File: src/hw/rtl/bram9_pkg.sv
// ----------------------------------------------------------------------------
// bram9_pkg: shared types and constants of the banked RAM mapper
// Holds the item structs, request codes, controller states, the command and
// status bundles between controller and datapath, and the memory geometry.
// ----------------------------------------------------------------------------
package bram9_pkg;

    // Memory geometry.
    localparam int RAM_BYTES      = 131072;
    localparam int RAM_ADDR_BITS  = $clog2(RAM_BYTES);
    localparam int BANK_ADDR_BITS = 13;
    localparam int CPU_ADDR_BITS  = 16;
    localparam int BANK_BITS      = 4;
    localparam int BANK_ENTRIES   = 16;
    localparam int PHYS_BITS      = 17;
    localparam int HALF_WINDOW    = 1 << (BANK_ADDR_BITS - 1);

    typedef logic [BANK_BITS-1:0]          t_bank;
    typedef logic [$clog2(BANK_ENTRIES)-1:0] t_bank_idx;
    typedef logic [RAM_ADDR_BITS-1:0]      t_ram_addr;
    typedef logic [PHYS_BITS-1:0]          t_phys;
    typedef logic [CPU_ADDR_BITS-1:0]      t_cpu_addr;

    // Bank table contents after reset: identity for the low 64K, then zeros.
    localparam t_bank BANK_RESET [BANK_ENTRIES] = '{
        4'd0, 4'd1, 4'd2, 4'd3, 4'd4, 4'd5, 4'd6, 4'd7,
        4'd0, 4'd0, 4'd0, 4'd0, 4'd0, 4'd0, 4'd0, 4'd0
    };

    // Top nibbles of the CPU address that mark the special areas.
    localparam logic [3:0] IO_PAGE    = 4'hC;
    localparam logic [3:0] UPPER_PAGE = 4'hD;

    // Upper mode: reset value, write-only and no-access codes of bits 1..0, read-back fill.
    localparam logic [3:0] MODE_RESET      = 4'h1;
    localparam logic [1:0] MODE_WRITE_ONLY = 2'b01;
    localparam logic [1:0] MODE_NO_ACCESS  = 2'b00;
    localparam logic [3:0] MODE_READ_FILL  = 4'hF;

    typedef enum logic [2:0] {
        REQ_MEM_RD  = 3'd0,
        REQ_MEM_WR  = 3'd1,
        REQ_MAP_RD  = 3'd2,
        REQ_MAP_WR  = 3'd3,
        REQ_MODE_RD = 3'd4,
        REQ_MODE_WR = 3'd5
    } t_req;

    typedef struct packed {
        logic [2:0]  req_type;
        t_cpu_addr   cpu_address;
        logic [7:0]  write_data;
    } t_in_item;

    typedef struct packed {
        logic [7:0]  read_data;
        logic        read_driven;
        t_phys       physical_address;
        logic        byte_changed;
    } t_out_item;

    typedef enum logic [1:0] {
        ST_CLEAR,
        ST_IDLE,
        ST_LOOKUP,
        ST_FINISH
    } t_state;

    typedef struct packed {
        logic clear_en;
        logic accept;
        logic lookup;
        logic finish;
    } t_cmd;

    typedef struct packed {
        logic clear_last;
        logic out_free;
    } t_status;

endpackage

File: src/hw/rtl/bram9_ctrl.sv
// ----------------------------------------------------------------------------
// bram9_ctrl: sequencing controller of the banked RAM mapper
// Runs the RAM clearing pass after reset, then steps each item through
// accept, lookup and finish, holding in finish while the output is full.
// ----------------------------------------------------------------------------
module bram9_ctrl (
    input  logic               i_clk,
    input  logic               i_rst_n,
    input  logic               i_in_valid,
    output logic               o_in_stall,
    input  bram9_pkg::t_status i_status,
    output bram9_pkg::t_cmd    o_cmd
);

    bram9_pkg::t_state r_state;
    bram9_pkg::t_state n_state;

    always_ff @(posedge i_clk) begin
        if (!i_rst_n) begin
            r_state <= bram9_pkg::ST_CLEAR;
        end else begin
            r_state <= n_state;
        end
    end

    always_comb begin
        n_state    = r_state;
        o_cmd      = '0;
        o_in_stall = 1'b1;
        case (r_state)
            bram9_pkg::ST_CLEAR: begin
                o_cmd.clear_en = 1'b1;
                if (i_status.clear_last) begin
                    n_state = bram9_pkg::ST_IDLE;
                end
            end
            bram9_pkg::ST_IDLE: begin
                o_in_stall = 1'b0;
                if (i_in_valid) begin
                    o_cmd.accept = 1'b1;
                    n_state      = bram9_pkg::ST_LOOKUP;
                end
            end
            bram9_pkg::ST_LOOKUP: begin
                o_cmd.lookup = 1'b1;
                n_state      = bram9_pkg::ST_FINISH;
            end
            bram9_pkg::ST_FINISH: begin
                // The result may only enter the output register once it is free.
                if (i_status.out_free) begin
                    o_cmd.finish = 1'b1;
                    n_state      = bram9_pkg::ST_IDLE;
                end
            end
            default: begin
                n_state = bram9_pkg::ST_CLEAR;
            end
        endcase
    end

endmodule

File: config.mk
export PLATFORM = sky130hd
export DESIGN_NAME = bram9_ctrl
export DESIGN_NICKNAME = d
export VERILOG_FILES = /design/src/hw/rtl/bram9_pkg.sv /design/src/hw/rtl/bram9_ctrl.sv
export SDC_FILE = /design/constraint.sdc
export NUM_CORES = 1
export LEC_CHECK = 0
export ABC_CLOCK_PERIOD_IN_PS = 1460
export CAP_MARGIN = 20
export CORE_AREA = 2 2 39 41
export CTS_CLUSTER_DIAMETER = 120
export CTS_CLUSTER_SIZE = 10
export DETAILED_ROUTE_END_ITERATION = 8
export DIE_AREA = 0 0 41 43
export DONT_BUFFER_PORTS = 1
export HOLD_SLACK_MARGIN = 0.02
export PLACE_DENSITY_LB_ADDON = 0.15
export SLEW_MARGIN = 20
export SYNTH_ARGS = -nofsm -noshare
export SYNTH_HDL_FRONTEND = slang
export SYNTH_SLANG_ARGS = --single-unit
File: constraint.sdc
create_clock -name i_clk -period 1.46 [get_ports i_clk]
set_clock_uncertainty 0.05 [all_clocks]
set_input_delay 0.365 -clock i_clk [delete_from_list [all_inputs] [get_ports i_clk]]
set_output_delay 0.365 -clock i_clk [all_outputs]
set_load 0.03 [all_outputs]
==> results.yml, run 1 <==
finish:
  fin_cells: 44
  nFillCells: 159
  layout.nets: 39
  seq_area_sq_um: 47.5
  multi_input_comb_area_sq_um: 129
  largest_reg_flops: 2
  reg.largest.list: "r_state: 2 flops"
  area_growth_pct: 68.1
  final_area_sq_um: 284
  layout-drive-gt1-share_pct: 57.1
  finalCoreUtilization_pct: 20.5
  antennaDiodeCount: 0
  top_register: "r_state"
global_route:
  grt_start_max_net_pins: 5
  grt_pass1_wl_um: 572
  grt_overflow: 0
  grt_usage_pct: 5.12
  antenna_found_initial: 0
  grt_pass1_vias: 156
sta:
  worstMarginPinSlew_ns: 0.312
  rsz0062_at_grt: "yes"
  fmax_ghz: 0.694
  setup_tns_ns: 0
  setup_violations: 0
  final_hold_viol_count: 0
  min_period_ns: 1.44
  slew_headroom_pct: 79.3
  drv_slew: 0
  finalCritPeriodShare_pct: 98.6
cts:
  insertion_delay_ns: 0.22
  path_clk_slew_ns: 0.03
  cts_buffers: 3
  htreeDepth: 1
  clockBufferDepth: 2
  root_buffer: "clkbuf_4"
  cts_sinks: 2
  cts_tree: "yes"
placement:
  post-place-cells: 41
  portBuffers: 0
  gp_congestion: 0.593
  place_area_sq_um: 224
power:
  pwr-share-seq_pct: 19.9
  net-switching-power_mw: 0.352
  p_clk_share_pct: 15.7
  p_total_mw: 0.760
  swShare_pct: 46.3
  ir_worst_vdd_mv: 0.770
  p_int_mw: 0.409
  p_leak_nw: 0.136
  p_comb_share_pct: 64.4
  power.density_nw_per_um2: 2680
flow_run:
  max-cap-violations: 0
synth:
  synth_top_area_share_pct: 29.6
  synth_seq_cells: 2
  synthesis.area_sq_um: 169
  synth.yosys.seq_area_share_pct: 23.7
  yosysUniqueCellTypes: 8
  synth_area_leaders: "ha_1 30%, dfxtp_1 24%, inv_1 13%"
  postSynthAreaPerCell_sq_um: 8.04
  synth_top_area_cell: "ha_1"
  ys_warn_count: 0
  synthCells: 21
  syn_nets: 30
floorplan:
  core_area_sq_um: 1380
  floorplan.initialDensity_pct: 12.2
  rows: 14
  fp.dieW_um: 41
  io_pins: 10
  dieArea_sq_um: 1760
  die_h_um: 43
drt:
  routedWlPerCell_um: 8.77
  wirelength_um: 386
  drc: 0
  detail_route.first_pass.iterations: 4
  routed_via_density: 3.48
  drtIter0Drc: 5
  vias: 153
  ant_nets: 0
setup_path:
  crit_path_end_kind: "primary output"
  path_class: "flop to primary output"
  crit_fanout: 4
  critPathRequiredTime_ns: 1.04
  arrival_ns: 1.03
  start_kind: "flop"
run_status:
  outcome: "finished clean"
worst_hold_path:
  hp-class: "input pin to flop"
==> metrics by stage <==
step                      worst slack, ns  hold WS, ns
after floorplan                    0.0178        0.418
after global placement             0.0505        0.441
after detailed placement           0.0608        0.454
after CTS                        -0.00239        0.229
after global routing              -0.0300        0.237
final                              0.0199        0.239
==> path summary, 6_finish.rpt <==
check	cells after the start	startpoint	endpoint	slack, ns
setup / recovery	5	r_state[1]$_SDFFE_PN0P_	o_cmd[2]	0.02
hold / removal	2	i_rst_n	r_state[0]$_SDFFE_PN0P_	0.24
hold reg to reg	2	r_state[1]$_SDFFE_PN0P_	r_state[1]$_SDFFE_PN0P_	0.46
setup reg to reg	5	r_state[0]$_SDFFE_PN0P_	r_state[1]$_SDFFE_PN0P_	0.08
==> cells by family after synthesis <==
logic type / after synthesis / synth area share, %
compound gates: 1 / 5.93
fa+ha+maj: 4 / 29.6
buf+inv: 6 / 13.3
flops: 2 / 23.7
mux: 2 / 11.9
simple gates: 6 / 15.6
==> power by group through the flow <==
| stage | combinational, mW | sequential [mW] | clock, mW |
|---|---|---|---|
| 5_1_grt | 0.537 | 0.157 | 0.133 |
| 3_3_place_gp | 0.415 | 0.115 | 0 |
| 6_report | 0.490 | 0.151 | 0.119 |
| 2_1_floorplan | 0.304 | 0.108 | 0 |
| 4_1_cts | 0.445 | 0.132 | 0.130 |
| 3_5_place_dp | 0.422 | 0.117 | 0 |
==> metal layers <==
| metal | wire [um] | up-vias | GRT usage [%] |
|---|---|---|---|
| li1 | - | 79 | - |
| met4 | 0 | 0 | 6.00 |
| met2 | 178 | 7 | 7.19 |
| met3 | 44 | 0 | 0.524 |
| met5 | 0 | - | 0 |
| met1 | 163 | 67 | 5.77 |
==> synth_stat cells <==
cell type / n
inv_1: 6
nand2_1: 4
mux2i_1: 2
dfxtp_1: 2
a222oi_1: 1
nor2_1: 1
ha_1: 4
and2_2: 1
==> cell type report <==
class                   count  share of cell area, %
clock buffers               3                   7.93
inverters                   6                   9.69
multi-input cells          13                   45.4
flip-flops and latches      2                   16.7
well taps                  16                   7.05
repair buffers              4                   13.2
==> cell usage in the layout (no fill, tap or decap), drive strengths merged <==
cell type  Yosys  final
clkbuf         0      3
buf            0      4
nand2          4      4
a222oi         1      1
dfxtp          2      2
and2           1      1
ha             4      4
inv            6      6
mux2i          2      2
nor2           1      1
==> what timing repair did <==
action | 4_1_cts | 5_1_grt
pin swaps | 1 | 2
setup endpoints to repair | 3 | 5
setup buffers | 0 | 0
resized for setup | 6 | 8
hold buffers | 0 | 0
==> worst max-delay path, stage by stage (launching register included) <==
cell     delay, ns
dfxtp_4       0.35
inv_4         0.06
ha_4          0.13
inv_4         0.04
nor2_4        0.09
buf_6         0.13
(Power assumes the default switching activity.)
==> run 2: changes to the inputs <==
- GPL_TIMING_DRIVEN: unset -> 0
==> run 2 against run 1 <==
Net effect:
- worst hold slack gained 0.00062 ns
- flip-flop and latch count stayed put
- clock-buffer cell count unchanged
- routed wire length grew 8.0%
- total power decreased by 3.2%
- largest cell class unchanged
- critical path depth is 1 lower
- final area down 5.7%
- sequential power about the same
- global-route usage is 0.80 points higher
==> results.yml, run 2 (same netlist as run 1, synthesis figures left out) <==
setup_path:
  crit_fanout: 4
  path_delay_family: "flip-flops"
  crit_path_end_kind: "primary output"
  arrival_ns: 1.03
  critical_path_buf_inv_count: 2
  critPathRequiredTime_ns: 1.04
  path_common_cell: "inv_4"
  slowest_delay_ns: 0.34
  slowest_stage: "dfxtp_2"
  crit_path_cell_trace: "inv_4, ha_4, inv_4, nor2_4"
  cp_num_cells: 4
  path_class: "flop to primary output"
  rr_worst_depth: 5
  start_kind: "flop"
finish:
  antennaDiodeCount: 0
  area_growth_pct: 58.5
  multi_input_comb_area_sq_um: 143
  layout_commonest_cell: "nand2_1"
  layout.nets: 36
  nFillCells: 152
  largest_reg_flops: 2
  fin_cells: 41
  seq_area_sq_um: 45.0
  reg.largest.list: "r_state: 2 flops"
  mostFrequentLayoutCells: "4 x nand2_1, 3 x inv_4, 3 x inv_1, 3 x clkbuf_4"
  top_register: "r_state"
  layout-drive-gt1-share_pct: 56.0
global_route:
  antenna_found_initial: 0
  grt_start_max_net_pins: 5
  grt_overflow: 0
  grt_pass1_wl_um: 641
  grt_pass1_vias: 178
  grt_usage_pct: 5.91
cts:
  cts_tree: "yes"
  path_clk_slew_ns: 0.03
  root_buffer: "clkbuf_4"
  clockBufferDepth: 2
  insertion_delay_ns: 0.22
  cts_buffers: 3
  cts_sinks: 2
  htreeDepth: 1
sta:
  slew_headroom_pct: 82.0
  drv_slew: 0
  worstMarginPinSlew_ns: 0.270
  final_hold_viol_count: 0
  setup_violations: 0
  fmax_ghz: 0.692
  finalCritPeriodShare_pct: 99.0
  rsz0062_at_grt: "yes"
  min_period_ns: 1.45
  hold-worst-slack_ns: 0.239
floorplan:
  die_h_um: 43
  rows: 14
  fp.dieW_um: 41
  floorplan.initialDensity_pct: 12.2
  core_area_sq_um: 1380
  io_pins: 10
  dieArea_sq_um: 1760
drt:
  detail_route.first_pass.iterations: 4
  drc: 0
  routed_via_density: 3.88
  ant_nets: 0
  routedWlPerCell_um: 10.2
  vias: 159
  drtIter0Drc: 1
  wirelength_um: 417
power:
  power.density_nw_per_um2: 2750
  p_leak_nw: 0.121
  ir_worst_vdd_mv: 0.751
run_status:
  outcome: "finished clean"
worst_hold_path:
  hold_depth: 2
  hp-class: "input pin to flop"
flow_run:
  max-cap-violations: 0
placement:
  portBuffers: 0
  gp_congestion: 0.595
  dp_hpwl_um: 347
  post-place-cells: 37
[run 2: per-stage QoR]
stage	setup TNS (ns)	power [mW]	area [sq um]	worst slack, ns	utilization (%)
after floorplan	0	0.412	174	0.0178	-
after global placement	-0.252	0.455	194	-0.0995	14.0
after detailed placement	-0.351	0.469	194	-0.144	14.0
after CTS	-0.0148	0.735	262	-0.0148	18.9
after global routing	-0.0708	0.804	268	-0.0296	19.3
final	0	0.736	268	0.0144	19.3
[run 2: layout make-up]
| class | count | area share (%) |
|---|---|---|
| Clock buffer | 3 | 8.41 |
| Inverter | 6 | 11.2 |
| Multi-Input combinational cell | 13 | 53.3 |
| Sequential cell | 2 | 16.8 |
| Tap cell | 16 | 7.48 |
| Timing Repair Buffer | 1 | 2.80 |
[run 2: power by group]
part | internal [mW] | total (mW) | switching [mW]
clock | 0.0904 | 0.120 | 0.0292
combinational | 0.191 | 0.466 | 0.276
sequential | 0.0971 | 0.150 | 0.0527
total | 0.378 | 0.736 | 0.357
[run 2: worst register-to-register path, cell delays in order (launching register included)]
cell and delay (ns):
dfxtp_2 0.36, inv_4 0.06, ha_4 0.19, a222oi_1 0.28, buf_4 0.18, mux2i_1 0.17
[run 2: final timing paths]
check / from / end / slack, ns
setup / recovery: r_state[1]$_SDFFE_PN0P_ / o_cmd[2] / 0.01
hold / removal: i_rst_n / r_state[1]$_SDFFE_PN0P_ / 0.24
setup reg to reg: r_state[1]$_SDFFE_PN0P_ / r_state[0]$_SDFFE_PN0P_ / 0.08
hold reg to reg: r_state[1]$_SDFFE_PN0P_ / r_state[1]$_SDFFE_PN0P_ / 0.45
[run 2: what timing repair did]
| item | in CTS | in global routing |
|---|---|---|
| setup buffers | 1 | 0 |
| hold buffers | 0 | 0 |
| cloned | 0 | 0 |
| endpoints found under the setup margin | 5 | 4 |
| resized for setup | 11 | 4 |
| pin swaps | 2 | 2 |
[run 2: layer usage]
layer / global-route usage, % / part of all wire (%)
met1: 4.79 / 32
met2: 8.44 / 52
met3: 5.76 / 16
met4: 4.00 / 0
met5: 0 / 0
==> run 3: changes to the inputs <==
- ABC_CLOCK_PERIOD_IN_PS: 1460 -> 1500
- CAP_MARGIN: 20 -> unset
- clock period: 1.46 -> 1.5 ns (I/O delays scaled with it)
==> run 3 against run 2 <==
Net effect:
- combinational power down 3%
- clock power down 3%
- die area unchanged
- highest routed layer unchanged
- flip-flop and latch count unchanged
- via count down 1.3%
- final area down 1.4%
- non-clock buffer count unchanged
- core utilization down 0.27 points
- sequential share of layout area up 0.24 points
==> results.yml, run 3 (same netlist as run 1, synthesis figures left out) <==
finish:
  mostFrequentLayoutCells: "4 x nand2_1, 3 x inv_1, 3 x clkbuf_4"
  seq_area_sq_um: 45.0
  layout.nets: 36
  largest_reg_flops: 2
  layout_commonest_cell: "nand2_1"
  fin_cells: 41
  multi_input_comb_area_sq_um: 141
  top_register: "r_state"
  area_growth_pct: 56.3
  antennaDiodeCount: 0
  layout-drive-gt1-share_pct: 56.0
  nFillCells: 154
  reg.largest.list: "r_state: 2 flops"
cts:
  insertion_delay_ns: 0.22
  root_buffer: "clkbuf_4"
  cts_sinks: 2
  cts_tree: "yes"
  clockBufferDepth: 2
  cts.hold.buffers_added: 0
  cts_buffers: 3
  htreeDepth: 1
  path_clk_slew_ns: 0.03
sta:
  final_hold_viol_count: 0
  slew_headroom_pct: 82.0
  min_period_ns: 1.46
  worstMarginPinSlew_ns: 0.270
  rsz0062_at_grt: "no"
  hold-worst-slack_ns: 0.249
  drv_slew: 0
  setup_violations: 0
  finalCritPeriodShare_pct: 97.2
  fmax_ghz: 0.686
  setup_ws_ns: 0.0422
floorplan:
  die_h_um: 43
  dieArea_sq_um: 1760
  io_pins: 10
  rows: 14
  floorplan.initialDensity_pct: 12.2
  fp.dieW_um: 41
  core_area_sq_um: 1380
run_status:
  outcome: "finished clean"
setup_path:
  setup.worst_path.start: "r_state[0]$_SDFFE_PN0P_"
  arrival_ns: 1.03
  crit_fanout: 4
  reg2reg_from: "r_state[0]$_SDFFE_PN0P_"
  slowest_delay_ns: 0.35
  path_class: "flop to primary output"
  slowest_stage: "dfxtp_4"
  critPathRequiredTime_ns: 1.07
  start_kind: "flop"
  crit_path_cell_trace: "ha_1, and2_2"
  crit_path_end_kind: "primary output"
worst_hold_path:
  hp-class: "input pin to flop"
  min_from: "i_rst_n"
global_route:
  grt_overflow: 0
  grt_pass1_vias: 178
  grt_start_max_net_pins: 5
  antenna_found_initial: 0
  grt_pass1_wl_um: 641
  grt_usage_pct: 5.91
placement:
  dp_hpwl_um: 347
  gp_congestion: 0.595
  post-place-cells: 37
  portBuffers: 0
  dp_slack_ns: -0.104
drt:
  drc: 0
  detail_route.first_pass.iterations: 4
  ant_nets: 0
  routed_via_density: 3.83
  wirelength_um: 424
  vias: 157
  routedWlPerCell_um: 10.3
  drtIter0Drc: 1
power:
  p_leak_nw: 0.120
  power.density_nw_per_um2: 2680
  p_total_mw: 0.709
  ir_worst_vdd_mv: 0.733
flow_run:
  max-cap-violations: 0
-- run 3: path summary, 6_finish.rpt --
kind,end,slack [ns],cells past startpoint
max,o_cmd[0],0.04,2
min,r_state[1]$_SDFFE_PN0P_,0.25,2
max reg2reg,r_state[0]$_SDFFE_PN0P_,0.12,5
min reg2reg,r_state[1]$_SDFFE_PN0P_,0.45,2
-- run 3: area by class of cell --
type | count | area share [%]
Multi-Input combinational cell | 13 | 53.6
Clock buffer | 3 | 8.53
Inverter | 6 | 10.4
Tap cell | 16 | 7.58
Sequential cell | 2 | 17.1
Timing Repair Buffer | 1 | 2.84
-- run 3: worst max-delay path: cells and delay by family (launching register included) --
kind	cells	cell delay [ns]
flops	1	0.35
simple gates	1	0.24
fa+ha+maj	1	0.22
-- run 3: what timing repair did --
item,CTS,global route
cloned,0,0
pin swaps,2,2
setup endpoints to repair,4,5
hold endpoints to repair,0,0
gates resized for setup,9,4
buffers inserted,1,0
-- run 3: layer usage --
| layer | up-vias | GRT usage, % | part of all wire (%) |
|---|---|---|---|
| met5 | - | 0 | 0 |
| met4 | 0 | 4.00 | 0 |
| met3 | 0 | 5.76 | 16 |
| met2 | 10 | 8.44 | 50 |
| met1 | 73 | 4.79 | 33 |
| li1 | 74 | - | - |
-- run 3: report_power, final --
group,leakage [nW],switching [mW],internal (mW)
clock,0.0138,0.0284,0.0880
sequential,0.0175,0.0470,0.0944
combinational,0.0885,0.269,0.182
total,0.120,0.344,0.364
-- run 3: metrics by stage --
stage               setup TNS (ns)  util [%]  cell area [sq um]
floorplan                        0         -                174
global placement            -0.142      14.0                194
finish                           0      19.1                264
detailed placement          -0.241      14.0                194
CTS                              0      18.5                256
global route                     0      19.1                264
